### src/sv/stq_pkg.sv
package stq_pkg;

    localparam int DEPTH_DEF   = 16;
    localparam int MAX_RESULTS = 16;

    localparam logic [31:0] HALF_RANGE    = 32'h7fffffff;
    localparam logic [31:0] SLEEP_FOREVER = 32'hFFFFFFFF;

    // Operation codes.
    localparam logic [2:0] OP_ADD     = 3'd0;
    localparam logic [2:0] OP_ADD_REP = 3'd1;
    localparam logic [2:0] OP_CAN_HA  = 3'd2;
    localparam logic [2:0] OP_CAN_H   = 3'd3;
    localparam logic [2:0] OP_CHECK   = 3'd4;
    localparam logic [2:0] OP_RESTART = 3'd5;

    // Result kinds and status codes.
    localparam logic [1:0] KIND_ACK     = 2'd0;
    localparam logic [1:0] KIND_EXPIRED = 2'd1;
    localparam logic [1:0] KIND_NONE    = 2'd2;

    localparam logic [1:0] ST_OK    = 2'd0;
    localparam logic [1:0] ST_FULL  = 2'd1;
    localparam logic [1:0] ST_NOMAT = 2'd2;

    typedef struct packed {
        logic [2:0]  op;
        logic [31:0] now_time;
        logic [29:0] delay;
        logic [7:0]  handler_id;
        logic [15:0] arg_tag;
    } t_in;

    typedef struct packed {
        logic [1:0]  kind;
        logic [1:0]  status;
        logic [7:0]  fired_handler;
        logic [15:0] fired_arg;
        logic [31:0] fired_due;
        logic [31:0] sleep_ticks;
        logic        last;
    } t_out;

    typedef struct packed {
        logic [31:0] due;
        logic [7:0]  handler;
        logic [15:0] arg;
    } t_entry;

    // Source of the data written into the store.
    typedef enum logic [1:0] {
        WS_MOVE,
        WS_NEW,
        WS_REBASE
    } t_wsel;

    typedef struct packed {
        logic       ld_in;
        logic       rd_en;
        logic       we;
        t_wsel      wsel;
        logic       ld_base;
        logic       ld_sleep;
        logic       empty;
        logic       out_ld;
        logic [1:0] kind;
        logic [1:0] status;
        logic       fired;
        logic       last;
    } t_cmd;

    typedef struct packed {
        logic match_h;
        logic match_ha;
        logic new_earlier;
        logic expired;
        logic out_free;
    } t_stat;

    // a is earlier than b under wrap-around arithmetic.
    function automatic logic earlier(input logic [31:0] a, input logic [31:0] b);
        logic [31:0] d;
        d = a - b;
        return d > HALF_RANGE;
    endfunction

endpackage

### src/sv/stq_datapath.sv
module stq_datapath #(
    parameter int DEPTH = stq_pkg::DEPTH_DEF,
    localparam int AW = $clog2(DEPTH)
) (
    input  logic           i_clk,
    input  logic           i_rst_n,
    input  stq_pkg::t_in   i_in,
    input  logic           i_out_stall,
    output logic           o_out_valid,
    output stq_pkg::t_out  o_out,
    input  stq_pkg::t_cmd  i_cmd,
    input  logic [AW-1:0]  i_rd_addr,
    input  logic [AW-1:0]  i_wr_addr,
    output stq_pkg::t_stat o_stat
);

    stq_pkg::t_entry mem [DEPTH];
    stq_pkg::t_entry r_rd;
    stq_pkg::t_in    r_in;
    logic [31:0]     r_base;
    logic [31:0]     r_sleep;
    logic [31:0]     r_new_due;
    logic            r_out_valid;
    stq_pkg::t_out   r_out;

    stq_pkg::t_entry wdata;
    logic [31:0]     sleep_now;

    // Write data selection.
    always_comb begin
        wdata = r_rd;
        case (i_cmd.wsel)
            stq_pkg::WS_MOVE:   wdata = r_rd;
            stq_pkg::WS_NEW: begin
                wdata.due     = r_new_due;
                wdata.handler = r_in.handler_id;
                wdata.arg     = r_in.arg_tag;
            end
            stq_pkg::WS_REBASE: wdata.due = (r_rd.due - r_base) + r_in.now_time;
            default:            wdata = r_rd;
        endcase
    end

    // Sleep ticks from the entry just read.
    always_comb begin
        if (i_cmd.empty) begin
            sleep_now = stq_pkg::SLEEP_FOREVER;
        end else if (stq_pkg::earlier(r_rd.due, r_in.now_time)) begin
            sleep_now = 32'd0;
        end else begin
            sleep_now = r_rd.due - r_in.now_time;
        end
    end

    // Entry store with a registered read port.
    always_ff @(posedge i_clk) begin
        if (i_cmd.we) begin
            mem[i_wr_addr] <= wdata;
        end
        if (i_cmd.rd_en) begin
            r_rd <= mem[i_rd_addr];
        end
    end

    // Request and working registers.
    always_ff @(posedge i_clk) begin
        if (i_cmd.ld_in) begin
            r_in      <= i_in;
            r_new_due <= i_in.now_time + {2'b00, i_in.delay};
        end
        if (i_cmd.ld_base) begin
            r_base <= r_rd.due;
        end
        if (i_cmd.ld_sleep) begin
            r_sleep <= sleep_now;
        end
    end

    // Output register.
    always_ff @(posedge i_clk) begin
        if (!i_rst_n) begin
            r_out_valid <= 1'b0;
        end else if (i_cmd.out_ld) begin
            r_out_valid <= 1'b1;
        end else if (!i_out_stall) begin
            r_out_valid <= 1'b0;
        end
        if (i_cmd.out_ld) begin
            r_out.kind          <= i_cmd.kind;
            r_out.status        <= i_cmd.status;
            r_out.fired_handler <= i_cmd.fired ? r_rd.handler : 8'd0;
            r_out.fired_arg     <= i_cmd.fired ? r_rd.arg : 16'd0;
            r_out.fired_due     <= i_cmd.fired ? r_rd.due : 32'd0;
            r_out.sleep_ticks   <= r_sleep;
            r_out.last          <= i_cmd.last;
        end
    end

    assign o_out_valid = r_out_valid;
    assign o_out       = r_out;

    assign o_stat.match_h     = (r_rd.handler == r_in.handler_id);
    assign o_stat.match_ha    = (r_rd.handler == r_in.handler_id) && (r_rd.arg == r_in.arg_tag);
    assign o_stat.new_earlier = stq_pkg::earlier(r_new_due, r_rd.due);
    assign o_stat.expired     = !stq_pkg::earlier(r_in.now_time, r_rd.due);
    assign o_stat.out_free    = !r_out_valid || !i_out_stall;

endmodule

### src/sv/stq_ctrl.sv
module stq_ctrl #(
    parameter int DEPTH = stq_pkg::DEPTH_DEF,
    localparam int AW = $clog2(DEPTH),
    localparam int CW = $clog2(DEPTH + 1)
) (
    input  logic           i_clk,
    input  logic           i_rst_n,
    input  logic           i_valid,
    input  logic [2:0]     i_op,
    output logic           o_stall,
    output stq_pkg::t_cmd  o_cmd,
    output logic [AW-1:0]  o_rd_addr,
    output logic [AW-1:0]  o_wr_addr,
    input  stq_pkg::t_stat i_stat
);

    typedef enum logic [4:0] {
        S_IDLE, S_CAN_RD, S_CAN_CMP, S_REM_RD, S_REM_WR, S_INS_START, S_INS_RD,
        S_INS_CMP, S_SH_RD, S_SH_WR, S_RST_RD0, S_RST_B, S_RW_RD, S_RW_WR,
        S_SLP_RD, S_SLP_CALC, S_SLP_OUT, S_CK_RD, S_CK_CMP, S_CK_SLP, S_CK_CALC,
        S_EM_RD, S_EM_OUT, S_CP_RD, S_CP_WR
    } t_state;

    t_state      r_state, n_state;
    logic [CW-1:0] r_idx, n_idx, r_pos, n_pos, r_k, n_k, r_cnt, n_cnt;
    logic [2:0]  r_op, n_op;
    logic [1:0]  r_status, n_status;
    logic [1:0]  r_kind, n_kind;
    logic [CW-1:0] rd_addr, wr_addr;

    logic cnt_full;
    assign cnt_full = (r_cnt == CW'(DEPTH));

    // Next state and commands.
    always_comb begin
        n_state  = r_state;
        n_idx    = r_idx;
        n_pos    = r_pos;
        n_k      = r_k;
        n_cnt    = r_cnt;
        n_op     = r_op;
        n_status = r_status;
        n_kind   = r_kind;
        o_cmd    = '0;
        o_cmd.wsel = stq_pkg::WS_MOVE;
        rd_addr  = r_idx;
        wr_addr  = r_idx;
        o_stall  = (r_state != S_IDLE);
        case (r_state)
            S_IDLE: begin
                if (i_valid) begin
                    o_cmd.ld_in = 1'b1;
                    n_op     = i_op;
                    n_status = stq_pkg::ST_OK;
                    n_kind   = stq_pkg::KIND_ACK;
                    n_idx    = '0;
                    case (i_op)
                        stq_pkg::OP_ADD:     n_state = S_INS_START;
                        stq_pkg::OP_ADD_REP: n_state = S_CAN_RD;
                        stq_pkg::OP_CAN_HA:  n_state = S_CAN_RD;
                        stq_pkg::OP_CAN_H:   n_state = S_CAN_RD;
                        stq_pkg::OP_CHECK:   n_state = S_CK_RD;
                        stq_pkg::OP_RESTART: n_state = (r_cnt == '0) ? S_SLP_RD : S_RST_RD0;
                        default:             n_state = S_SLP_RD;
                    endcase
                end
            end
            // Search for the earliest matching entry.
            S_CAN_RD: begin
                if (r_idx < r_cnt) begin
                    o_cmd.rd_en = 1'b1;
                    n_state = S_CAN_CMP;
                end else if (r_op == stq_pkg::OP_ADD_REP) begin
                    n_state = S_INS_START;
                end else begin
                    n_status = stq_pkg::ST_NOMAT;
                    n_state  = S_SLP_RD;
                end
            end
            S_CAN_CMP: begin
                if ((r_op == stq_pkg::OP_CAN_HA) ? i_stat.match_ha : i_stat.match_h) begin
                    n_state = S_REM_RD;
                end else begin
                    n_idx   = r_idx + CW'(1);
                    n_state = S_CAN_RD;
                end
            end
            // Close the gap left by the removed entry.
            S_REM_RD: begin
                if ((r_idx + CW'(1)) < r_cnt) begin
                    o_cmd.rd_en = 1'b1;
                    rd_addr = r_idx + CW'(1);
                    n_state = S_REM_WR;
                end else begin
                    n_cnt = r_cnt - CW'(1);
                    n_idx = '0;
                    n_state = (r_op == stq_pkg::OP_ADD_REP) ? S_INS_START : S_SLP_RD;
                end
            end
            S_REM_WR: begin
                o_cmd.we = 1'b1;
                n_idx   = r_idx + CW'(1);
                n_state = S_REM_RD;
            end
            // Find the insertion point after all entries not later than the new one.
            S_INS_START: begin
                n_idx = '0;
                if (cnt_full) begin
                    n_status = stq_pkg::ST_FULL;
                    n_state  = S_SLP_RD;
                end else begin
                    n_state = S_INS_RD;
                end
            end
            S_INS_RD: begin
                if (r_idx < r_cnt) begin
                    o_cmd.rd_en = 1'b1;
                    n_state = S_INS_CMP;
                end else begin
                    n_pos   = r_idx;
                    n_idx   = r_cnt;
                    n_state = S_SH_RD;
                end
            end
            S_INS_CMP: begin
                if (i_stat.new_earlier) begin
                    n_pos   = r_idx;
                    n_idx   = r_cnt;
                    n_state = S_SH_RD;
                end else begin
                    n_idx   = r_idx + CW'(1);
                    n_state = S_INS_RD;
                end
            end
            // Shift the tail up by one, then write the new entry.
            S_SH_RD: begin
                if (r_idx > r_pos) begin
                    o_cmd.rd_en = 1'b1;
                    rd_addr = r_idx - CW'(1);
                    n_state = S_SH_WR;
                end else begin
                    o_cmd.we   = 1'b1;
                    o_cmd.wsel = stq_pkg::WS_NEW;
                    wr_addr = r_pos;
                    n_cnt   = r_cnt + CW'(1);
                    n_state = S_SLP_RD;
                end
            end
            S_SH_WR: begin
                o_cmd.we = 1'b1;
                n_idx   = r_idx - CW'(1);
                n_state = S_SH_RD;
            end
            // Rebase all due times on the head.
            S_RST_RD0: begin
                o_cmd.rd_en = 1'b1;
                rd_addr = '0;
                n_state = S_RST_B;
            end
            S_RST_B: begin
                o_cmd.ld_base = 1'b1;
                n_idx   = '0;
                n_state = S_RW_RD;
            end
            S_RW_RD: begin
                if (r_idx < r_cnt) begin
                    o_cmd.rd_en = 1'b1;
                    n_state = S_RW_WR;
                end else begin
                    n_state = S_SLP_RD;
                end
            end
            S_RW_WR: begin
                o_cmd.we   = 1'b1;
                o_cmd.wsel = stq_pkg::WS_REBASE;
                n_idx   = r_idx + CW'(1);
                n_state = S_RW_RD;
            end
            // Single result with the sleep time of the head.
            S_SLP_RD: begin
                o_cmd.rd_en = 1'b1;
                rd_addr = '0;
                n_state = S_SLP_CALC;
            end
            S_SLP_CALC: begin
                o_cmd.ld_sleep = 1'b1;
                o_cmd.empty    = (r_cnt == '0);
                n_state = S_SLP_OUT;
            end
            S_SLP_OUT: begin
                if (i_stat.out_free) begin
                    o_cmd.out_ld = 1'b1;
                    o_cmd.kind   = r_kind;
                    o_cmd.status = r_status;
                    o_cmd.last   = 1'b1;
                    n_state = S_IDLE;
                end
            end
            // Count the expired prefix.
            S_CK_RD: begin
                if ((r_idx < r_cnt) && (32'(r_idx) < stq_pkg::MAX_RESULTS)) begin
                    o_cmd.rd_en = 1'b1;
                    n_state = S_CK_CMP;
                end else begin
                    n_k     = r_idx;
                    n_state = S_CK_SLP;
                end
            end
            S_CK_CMP: begin
                if (i_stat.expired) begin
                    n_idx   = r_idx + CW'(1);
                    n_state = S_CK_RD;
                end else begin
                    n_k     = r_idx;
                    n_state = S_CK_SLP;
                end
            end
            S_CK_SLP: begin
                if (r_k == '0) begin
                    n_kind  = stq_pkg::KIND_NONE;
                    n_state = S_SLP_RD;
                end else begin
                    o_cmd.rd_en = (r_k < r_cnt);
                    rd_addr = r_k;
                    n_state = S_CK_CALC;
                end
            end
            S_CK_CALC: begin
                o_cmd.ld_sleep = 1'b1;
                o_cmd.empty    = (r_k >= r_cnt);
                n_idx   = '0;
                n_state = S_EM_RD;
            end
            // Report the expired entries in order.
            S_EM_RD: begin
                o_cmd.rd_en = 1'b1;
                n_state = S_EM_OUT;
            end
            S_EM_OUT: begin
                if (i_stat.out_free) begin
                    o_cmd.out_ld = 1'b1;
                    o_cmd.kind   = stq_pkg::KIND_EXPIRED;
                    o_cmd.status = stq_pkg::ST_OK;
                    o_cmd.fired  = 1'b1;
                    o_cmd.last   = ((r_idx + CW'(1)) == r_k);
                    if ((r_idx + CW'(1)) == r_k) begin
                        n_idx   = r_k;
                        n_state = S_CP_RD;
                    end else begin
                        n_idx   = r_idx + CW'(1);
                        n_state = S_EM_RD;
                    end
                end
            end
            // Move the remaining entries down to the head.
            S_CP_RD: begin
                if (r_idx < r_cnt) begin
                    o_cmd.rd_en = 1'b1;
                    n_state = S_CP_WR;
                end else begin
                    n_cnt   = r_cnt - r_k;
                    n_state = S_IDLE;
                end
            end
            S_CP_WR: begin
                o_cmd.we = 1'b1;
                wr_addr = r_idx - r_k;
                n_idx   = r_idx + CW'(1);
                n_state = S_CP_RD;
            end
            default: n_state = S_IDLE;
        endcase
    end

    assign o_rd_addr = rd_addr[AW-1:0];
    assign o_wr_addr = wr_addr[AW-1:0];

    // State and working registers.
    always_ff @(posedge i_clk) begin
        if (!i_rst_n) begin
            r_state  <= S_IDLE;
            r_cnt    <= '0;
            r_idx    <= '0;
            r_pos    <= '0;
            r_k      <= '0;
            r_op     <= stq_pkg::OP_ADD;
            r_status <= stq_pkg::ST_OK;
            r_kind   <= stq_pkg::KIND_ACK;
        end else begin
            r_state  <= n_state;
            r_cnt    <= n_cnt;
            r_idx    <= n_idx;
            r_pos    <= n_pos;
            r_k      <= n_k;
            r_op     <= n_op;
            r_status <= n_status;
            r_kind   <= n_kind;
        end
    end

endmodule

### src/sv/sorted_timeout_queue.sv
// Sorted timeout queue: holds up to DEPTH pending timeouts ordered by due time.
// Requests enter on i_valid/i_in and are accepted when i_valid is high and
// o_stall is low. Each request is add, add replacing a handler, cancel,
// check expired or restart, selected by the op field.
// Results leave on o_valid/o_out; the receiver holds i_stall high to stall.
// A check gives one result per expired entry (at most sixteen), last set on
// the final one, or one if none expired; other requests give exactly one.
// One request is worked at a time by a state machine that walks the entry
// store through a memory with one read and one write port. An add replacing
// a handler first removes the earliest entry of that handler, if any, and a
// check moves the entries that remain down to the head after it reports.
// The final result sits in an output register, so a new request is taken
// while it waits; a stalled receiver holds further results and the walk.
// After reset the store is empty; no clearing pass is needed.
module sorted_timeout_queue #(
    parameter int DEPTH = stq_pkg::DEPTH_DEF
) (
    input  logic          i_clk,
    input  logic          i_rst_n,
    input  logic          i_valid,
    input  stq_pkg::t_in  i_in,
    output logic          o_stall,
    output logic          o_valid,
    output stq_pkg::t_out o_out,
    input  logic          i_stall
);

    localparam int AW = $clog2(DEPTH);

    stq_pkg::t_cmd  cmd;
    stq_pkg::t_stat stat;
    logic [AW-1:0]  rd_addr;
    logic [AW-1:0]  wr_addr;

    stq_ctrl #(.DEPTH(DEPTH)) u_ctrl (
        .i_clk     (i_clk),
        .i_rst_n   (i_rst_n),
        .i_valid   (i_valid),
        .i_op      (i_in.op),
        .o_stall   (o_stall),
        .o_cmd     (cmd),
        .o_rd_addr (rd_addr),
        .o_wr_addr (wr_addr),
        .i_stat    (stat)
    );

    stq_datapath #(.DEPTH(DEPTH)) u_datapath (
        .i_clk       (i_clk),
        .i_rst_n     (i_rst_n),
        .i_in        (i_in),
        .i_out_stall (i_stall),
        .o_out_valid (o_valid),
        .o_out       (o_out),
        .i_cmd       (cmd),
        .i_rd_addr   (rd_addr),
        .i_wr_addr   (wr_addr),
        .o_stat      (stat)
    );

endmodule
### config.mk
export PLATFORM = sky130hd
export DESIGN_NAME = sorted_timeout_queue
export DESIGN_NICKNAME = d
export VERILOG_FILES = /design/src/sv/stq_pkg.sv /design/src/sv/stq_datapath.sv /design/src/sv/stq_ctrl.sv /design/src/sv/sorted_timeout_queue.sv
export SDC_FILE = /design/constraint.sdc
export NUM_CORES = 2
export LEC_CHECK = 0
export ABC_AREA = 1
export BUFFER_PORTS_ARGS = -buffer_cell sky130_fd_sc_hd__buf_2
export CORE_MARGIN = 4
export CORE_UTILIZATION = 41
export CTS_CLUSTER_DIAMETER = 150
export DETAILED_ROUTE_END_ITERATION = 10
export GPL_TIMING_DRIVEN = 0
export PLACE_DENSITY_LB_ADDON = 0.08
export SLEW_MARGIN = 40
export SYNTH_ARGS = -nofsm -noshare
export SYNTH_HDL_FRONTEND = slang
export SYNTH_SLANG_ARGS = --single-unit
### constraint.sdc
create_clock -name i_clk -period 5.7 [get_ports i_clk]
set_input_delay 0.285 -clock i_clk [delete_from_list [all_inputs] [get_ports i_clk]]
set_output_delay 0.285 -clock i_clk [all_outputs]
set_load 0.02 [all_outputs]
==> results.ini <==
[sta]
timing.final.hold_violations=0
rsz0062_at_grt=false
setup_ws_ns=0.253
timing.setup.tns_ns=0
fin_crit_ns=5.45
finalCritPeriodShare_pct=95.6
slew_viol_final=0
tightestPinTransition_ns=0.909
setup_viol=0
slew-limit-headroom_pct=39.3
finClkSkew_ns=0.0304
clock.fmax_ghz=0.184
fin_worst_hold_slack_ns=0.0532

[yosys]
synthCells=5884
ys.flop_type=edfxtp_1
synth_seq_cells=1229
synth_top_area_share_pct=59.9
ys_types=54
yosysSeqAreaShare_pct=61.0
synth_edf_count=1197
synth_fp_nets=6196
synth_top_area_cell=edfxtp_1
yosys-top-cells-area=edfxtp_1 (60%), nand3_1 (7.3%), nand2_1 (7.2%), inv_1 (6.4%), ha_1 (3.8%)
async_reset_ff_share_pct=0
avgSynthCellArea_um2=10.2
synth_warnings=0
syn_area_um2=60000

[cells_and_area]
final_cell_count_no_fill=8449
area_delta_synth_final_pct=18.6
drive_gt1_share_pct=12.1
layout_commonest_cell=edfxtp_1
n_fill_cell=13400
fin_util_pct=48.9
design_area_um2=71200
nets=6733
final_cell_mix=edfxtp_1 (1,197), nand2_1 (1,156), inv_1 (1,019)

[power_and_ir_drop]
leakage_nw=29.7
p_total_mw=32.4
peakVddDrop_uv=273
p_per_area_nw_per_um2=455

[drt]
num_vias=43700
drt-initial-drc-count=3607
routed-wl-met2_um=98100
drc_errors=0
via_per_inst=5.18
firstDrtPassIters=6
dr_wl_met3_um=10900
routed_wl_um=204000
wl_per_cell_um=24.2
drt-met1-wl_um=88400
top_layer=met4
ant_nets=0

[floorplanning]
rows=140
start_util_pct=41.2
dieArea_um2=153000
io_pins=188
design.core.area_um2=146000
dieHeight_um=391
die_w_um=391

[cts]
clk_latency_ns=0.78
root_buffer=clkbuf_16
cts_setup_buffers=0
clockBufferDepth=3
cts_made_buffers=142
cts_tree=built
h-tree-depth=4
cts_sinks=1229
clk_pin_slew_worst_paths_ns=0.07

[setup_path]
crit_fanout=10
critPathCaptureType=flop
cp_slowest_cell=clkbuf_1
required_ns=6.17
worstSetupPathType=flop to flop
crit_top_cell=nand3_1
cp-start-kind=flop
crit_buf_inv=5
cpLargestDelayFamily=buffers and inverters
cp_cell_sequence=clkbuf_1, inv_1, ha_1, ha_1, nand2_1, nor2_1, o21ai_1, nand3_1, nand2_1, a21oi_4, buf_8, buf_2, clkbuf_1, nand3b_1, nand3_1, nand3_1, nand3_1, nand2_1
slowest_delay_ns=0.69
cp.arrival_ns=5.91

[global_routing]
antenna_found_initial=10
grt_pass1_wl_um=294000
grt_overflow=0
grt_usage_pct=26.5
grt_max_degree=56
grt_pass1_vias=42300

[flow_run]
drv_cap=0

[placed_design]
gp_congestion=0.882
io_buffers=187
dp_slack_ns=0.248
dpl.hpwl_um=152000
dp_cells=8122
placed_cell_area_um2=66000

[hold_path]
worst_hold_path_type=input pin to flop

[status]
status=finished, final reports clean

worst paths after layout:
check                                                     startpoint                              to  slack [ns]  depth (start not counted)
worst max-delay path                    u_ctrl.r_idx[1]$_SDFFE_PN0P_   u_datapath.r_rd[32]$_DFFE_PP_        0.25                         18
worst min-delay path                                         i_valid   u_ctrl.r_kind[1]$_SDFFE_PN0P_        0.05                          4
worst max register to register          u_ctrl.r_idx[1]$_SDFFE_PN0P_   u_datapath.r_rd[32]$_DFFE_PP_        0.25                         18
worst min register to register  u_datapath.r_sleep[19]$_SDFFCE_PP1N_  u_datapath.o_out[20]$_DFFE_PP_        0.42                          0
synthesized netlist by cell type, types with 15 or more instances:
cell      number
buf_2        122
a21o_1        16
nand3_1      870
a21oi_1      238
xnor2_1       33
nor3_1        25
ha_1         183
nor2_1       229
xor2_1        57
nand3b_1     227
fa_1          36
nand2_1     1157
buf_4         24
o21ai_0      176
edfxtp_1    1197
a22oi_1       31
nand4_1       15
inv_1       1020
clkbuf_1      89
dfxtp_1       32
flip-flops by register name, summed over array words and instances, names as in the netlist:
signal                  flops
u_datapath.mem            896
u_ctrl.r_state              5
u_ctrl.r_pos                5
u_ctrl.r_kind               1
u_ctrl.r_status             2
u_ctrl.r_k                  5
u_datapath.o_out_valid      1
u_datapath.r_in            56
u_datapath.r_rd            56
u_datapath.o_out           93
u_datapath.r_base          32
u_ctrl.r_cnt                5
u_ctrl.r_op                 3
u_datapath.r_new_due       32
u_datapath.r_sleep         32
u_ctrl.r_idx                5
tightest hold or removal path: stages:
cell and delay (ns):
buf_2 0.09, nand2_1 0.17, a21oi_1 0.18, nor2_1 0.04
report_power, final:
part / switching (mW) / internal [mW] / total, mW
clock: 3.83 / 5.07 / 8.90
combinational: 7.94 / 3.12 / 11.1
sequential: 0.362 / 12.0 / 12.4
cell type report:
cell class              instances  area, µm²  share of cell area, %
flip-flops and latches       1229      36600                   51.4
multi-input cells            3385      18800                   26.5
inverters                    1028       3870                   5.44
repair buffers                393       3860                   5.43
clock buffers                 172       3710                   5.21
well taps                    1917       2400                   3.37
plain buffers                 242       1170                   1.65
clock inverters                82        732                   1.03
diodes                          1       2.50                0.00352
routing by layer:
metal	up-vias	track usage, %
li1	20900	-
met5	-	0
met4	0	8.52
met3	318	3.26
met1	21100	35.6
met2	1433	45.0
kinds of logic after synthesis:
kind of cell               Yosys count  share of synthesized area [%]
and+or+nand+nor                   2545                           19.4
xor gates and xnor gates            90                           1.31
adders and majority gates          219                           5.02
AOI/OAI and AO/OA                  531                           4.97
buffers and inverters             1270                           8.35
DFF                               1229                           61.0
what timing repair did:
action | CTS | global route
gates resized for setup | 0 | 0
hold endpoints to repair | 70 | 0
hold buffers | 64 | 0
Note: power is estimated with default switching activity, not from simulation.
